[src/sv/ffca_pkg.sv]
`timescale 1ns / 1ps
// ffca_pkg: shared types and codes for the first-fit cell allocator.
// No dependencies; imported by ffca_front, ffca_back, the top level and the bench.
package ffca_pkg;

	localparam int OWNER_W = 5;
	localparam int SIZE_W  = 12;

	// request op field
	localparam logic OP_ALLOC   = 1'b0;
	localparam logic OP_RELEASE = 1'b1;

	// result status field
	localparam logic [1:0] STATUS_ALLOC    = 2'd0;
	localparam logic [1:0] STATUS_NOFIT    = 2'd1;
	localparam logic [1:0] STATUS_RELEASED = 2'd2;

	// command kinds decided by the front end
	localparam logic [1:0] KIND_SCAN    = 2'd0;
	localparam logic [1:0] KIND_NOFIT   = 2'd1;
	localparam logic [1:0] KIND_RELEASE = 2'd2;

	// configuration register indexes
	localparam logic REG_ROW_COUNT = 1'b0;
	localparam logic REG_COL_COUNT = 1'b1;

	typedef struct packed {
		logic [1:0]         kind;
		logic [OWNER_W-1:0] owner;
		logic [SIZE_W-1:0]  size;
	} cmd_t;

endpackage

[src/sv/ffca_front.sv]
`timescale 1ns / 1ps
// ffca_front: accepts request items, classifies them and queues commands.
// Depends on ffca_pkg.
module ffca_front import ffca_pkg::*; (
	input  logic               clk,
	input  logic               arst_n,
	input  logic               hold,
	input  logic               in_valid,
	output logic               in_ready,
	input  logic               op,
	input  logic [OWNER_W-1:0] owner_id,
	input  logic [SIZE_W-1:0]  request_size,
	output logic               cmd_valid,
	input  logic               cmd_ready,
	output cmd_t               cmd
);

	cmd_t       slot_q [2];
	logic       wptr_q;
	logic       rptr_q;
	logic [1:0] cnt_q;
	cmd_t       new_cmd;
	logic       push;
	logic       pop;

	always_comb begin
		new_cmd.owner = owner_id;
		new_cmd.size  = request_size;
		if (op == OP_RELEASE) begin
			new_cmd.kind = KIND_RELEASE;
		end else if (owner_id == '0 || request_size == '0) begin
			new_cmd.kind = KIND_NOFIT;
		end else begin
			new_cmd.kind = KIND_SCAN;
		end
	end

	assign in_ready  = !hold && (cnt_q != 2'd2);
	assign push      = in_valid && in_ready;
	assign cmd_valid = (cnt_q != 2'd0);
	assign pop       = cmd_valid && cmd_ready;
	assign cmd       = slot_q[rptr_q];

	always_ff @(posedge clk or negedge arst_n) begin
		if (!arst_n) begin
			wptr_q <= 1'b0;
			rptr_q <= 1'b0;
			cnt_q  <= 2'd0;
		end else begin
			if (push) begin
				wptr_q <= !wptr_q;
			end
			if (pop) begin
				rptr_q <= !rptr_q;
			end
			if (push && !pop) begin
				cnt_q <= cnt_q + 2'd1;
			end else if (pop && !push) begin
				cnt_q <= cnt_q - 2'd1;
			end
		end
	end

	always_ff @(posedge clk) begin
		if (push) begin
			slot_q[wptr_q] <= new_cmd;
		end
	end

endmodule

[config.mk]
export PLATFORM = sky130hd
export DESIGN_NAME = ffca_front
export DESIGN_NICKNAME = d
export VERILOG_FILES = /design/src/sv/ffca_pkg.sv /design/src/sv/ffca_front.sv
export SDC_FILE = /design/constraint.sdc
export NUM_CORES = 1
export LEC_CHECK = 0
export BUFFER_PORTS_ARGS = -buffer_cell sky130_fd_sc_hd__buf_2
export CAP_MARGIN = 25
export CORE_ASPECT_RATIO = 0.5
export CORE_MARGIN = 4
export CORE_UTILIZATION = 45
export DETAILED_ROUTE_END_ITERATION = 8
export GPL_ROUTABILITY_DRIVEN = 0
export MAX_ROUTING_LAYER = met4
export PLACE_DENSITY = 0.7
export SYNTH_ARGS = -nofsm -noshare
export SYNTH_HDL_FRONTEND = slang
export SYNTH_SLANG_ARGS = --single-unit
[constraint.sdc]
create_clock -name clk -period 1.9 [get_ports clk]
set_input_delay 0.095 -clock clk [delete_from_list [all_inputs] [get_ports clk]]
set_output_delay 0.095 -clock clk [all_outputs]
set_load 0.01 [all_outputs]
==> reports/results.ini <==
[floorplanning]
start_util_pct = 47.0
io_pins = 44
die_area_um2 = 4690
die_y_um = 50.5
rows = 15
dieWidth_um = 92.9
core_um2 = 3450

[setup_path]
max_stage_delay_ns = 0.43
cp.arrival_ns = 1.52
end_kind = primary output
cp-start-kind = register
worst_ep_required_time_ns = 1.80
crit_type = register to primary output
crit_path_cell_trace = buf_4, mux2_2, buf_2
crit_slowest_cell = dfrtp_1
cp_max_fo = 17

[sta]
skew_ns = 0.00490
rsz0062_at_grt = false
fin_hold_ws_ns = 0.00829
fin_crit_ns = 1.62
slew_violations = 0
setup_violations = 0
fin_ws_ns = 0.283
finalHoldViolCount = 0
fmax_mhz = 618
fin_setup_tns_ns = 0
slew-limit-headroom_pct = 77.7
fin_crit_sh_pct = 85.1
worst_pin_slew_ns = 0.332

[synthesis]
yosys.cell_types.count = 20
syn_inst = 86
ys_seq_elements = 42
netlist_area_um2 = 1620
syn_avg_cell_area_um2 = 18.9
ys_seq_area_share_pct = 76.5
yosysWarnings = 0
syn-num-nets = 110

[final_layout]
final_cells = 197
syn2layout_area_growth_pct = 29.4
mostFrequentLayoutCells = buf_2 (43), edfxtp_1 (38), mux2_2 (16)
drive_above_1_share_pct = 50.0
final_common_cell = buf_2
final_util_pct = 60.8
diodes = 0
final_area_um2 = 2100
nets = 169

[route]
first_pass_iters = 4
routed_via_density = 4.71
wl_per_cell_um = 14.5
drtAntennaViolNets = 0
route.detailed.drc = 0
wl_mm = 2.86
vias = 928
drt-initial-drc-count = 37

[grt]
grt_pass1_wl_mm = 4.53
grt_use_total_pct = 13.5
grt_pass1_vias = 956
grt_max_degree = 18
grt_overflow = 0
antenna_found_initial = 0

[place]
pre_cts_slack_ns = 0.407
hpwl_mm = 1.96
dpl_cell_area_um2 = 1930
dp_cells = 183
port_buffers = 43

[power_and_ir_drop]
cellPowerDensity_nw_per_um2 = 1290
irDropWorstVdd_uv = 766
power.total_mw = 2.71
p_leak_nw = 0.810

[clock_tree]
clockRootBuffer = clkbuf_8
cts_tree = built
cts_hold_buf = 2
cts-buffers-inserted = 5
cts_setup_buffers = 0
clkSinkCount = 42
cts-resized-gates = 0
clkTransAtPathRegs_ns = 0.07
insertion_delay_ns = 0.29
clock_path_buffers = 2
htree_levels = 2

[flow_run]
drv_cap = 0

[min_path]
hold_path.class = primary input to register

[status]
status = finished clean

where the power goes:
part / internal [mW] / switching [mW]
clock: 0.392 / 0.296
combinational: 0.398 / 0.394
sequential: 1.17 / 0.0656
registers in the layout (all words and copies together), names as in the netlist:
signal  count
slot_q     38
cnt_q       2
rptr_q      1
wptr_q      1
worst paths after layout:
check	from	end	slack (ns)	depth (start not counted)
max	rptr_q	cmd[10]	0.28	3
min	request_size[2]	slot_q[0][2]	0.008	1
max reg2reg	cnt_q[0]	cnt_q[1]	0.37	6
min reg2reg	wptr_q	wptr_q	0.50	1
max in group asynchronous	arst_n	wptr_q	1.63	2
min in group asynchronous	arst_n	rptr_q	0.15	2
metal layers:
layer / vias to the layer above / share of wire, % / wire length, µm / GRT usage, %
li1: 448 / - / - / -
met1: 449 / 47 / 1330 / 16.9
met2: 27 / 47 / 1350 / 20.3
met3: 4 / 5.1 / 146 / 4.34
met4: 0 / 1.0 / 29 / 5.84
met5: - / 0 / 0 / -
worst max-delay path, delay by kind of cell, from the launching register on:
family	cells	cell delay [ns]
multiplexers	1	0.37
buffers and inverters	2	0.43
flip-flops	1	0.43
cell families after synthesis:
family | count (synthesis) | share of synthesized area [%]
DFF | 42 | 76.5
muxes | 19 | 13.2
and+or+nand+nor | 11 | 3.86
xor gates and xnor gates | 5 | 2.70
buffers and inverters | 5 | 1.31
AOI/OAI and AO/OA | 3 | 1.70
adders and majority gates | 1 | 0.771
area by class of cell:
class | instances | area (µm²)
fill | 285 | 1350
sequential | 42 | 1240
multi-input combinational | 39 | 360
timing repair buffer | 54 | 313
clock buffer | 6 | 72.6
tap | 51 | 63.8
clock inverter | 2 | 37.5
inverter | 3 | 11.3
Yosys cell counts, drive strengths merged:
cell / n / share of area, %
mux2: 19 / 13
dfrtp: 4 / 6.2
and3: 1 / 0.39
or2: 1 / 0.39
nand2: 1 / 0.23
nor3: 1 / 0.31
buf: 2 / 0.62
o21a: 1 / 0.46
inv: 3 / 0.69
xor2: 1 / 0.54
ha: 1 / 0.77
o31ai: 1 / 0.77
edfxtp: 38 / 70
o211ai: 1 / 0.46
nor2: 3 / 0.69
or4: 1 / 0.69
xnor2: 4 / 2.2
nor4: 2 / 0.77
nand4: 1 / 0.39
Note: power is estimated with default switching activity, not from simulation.
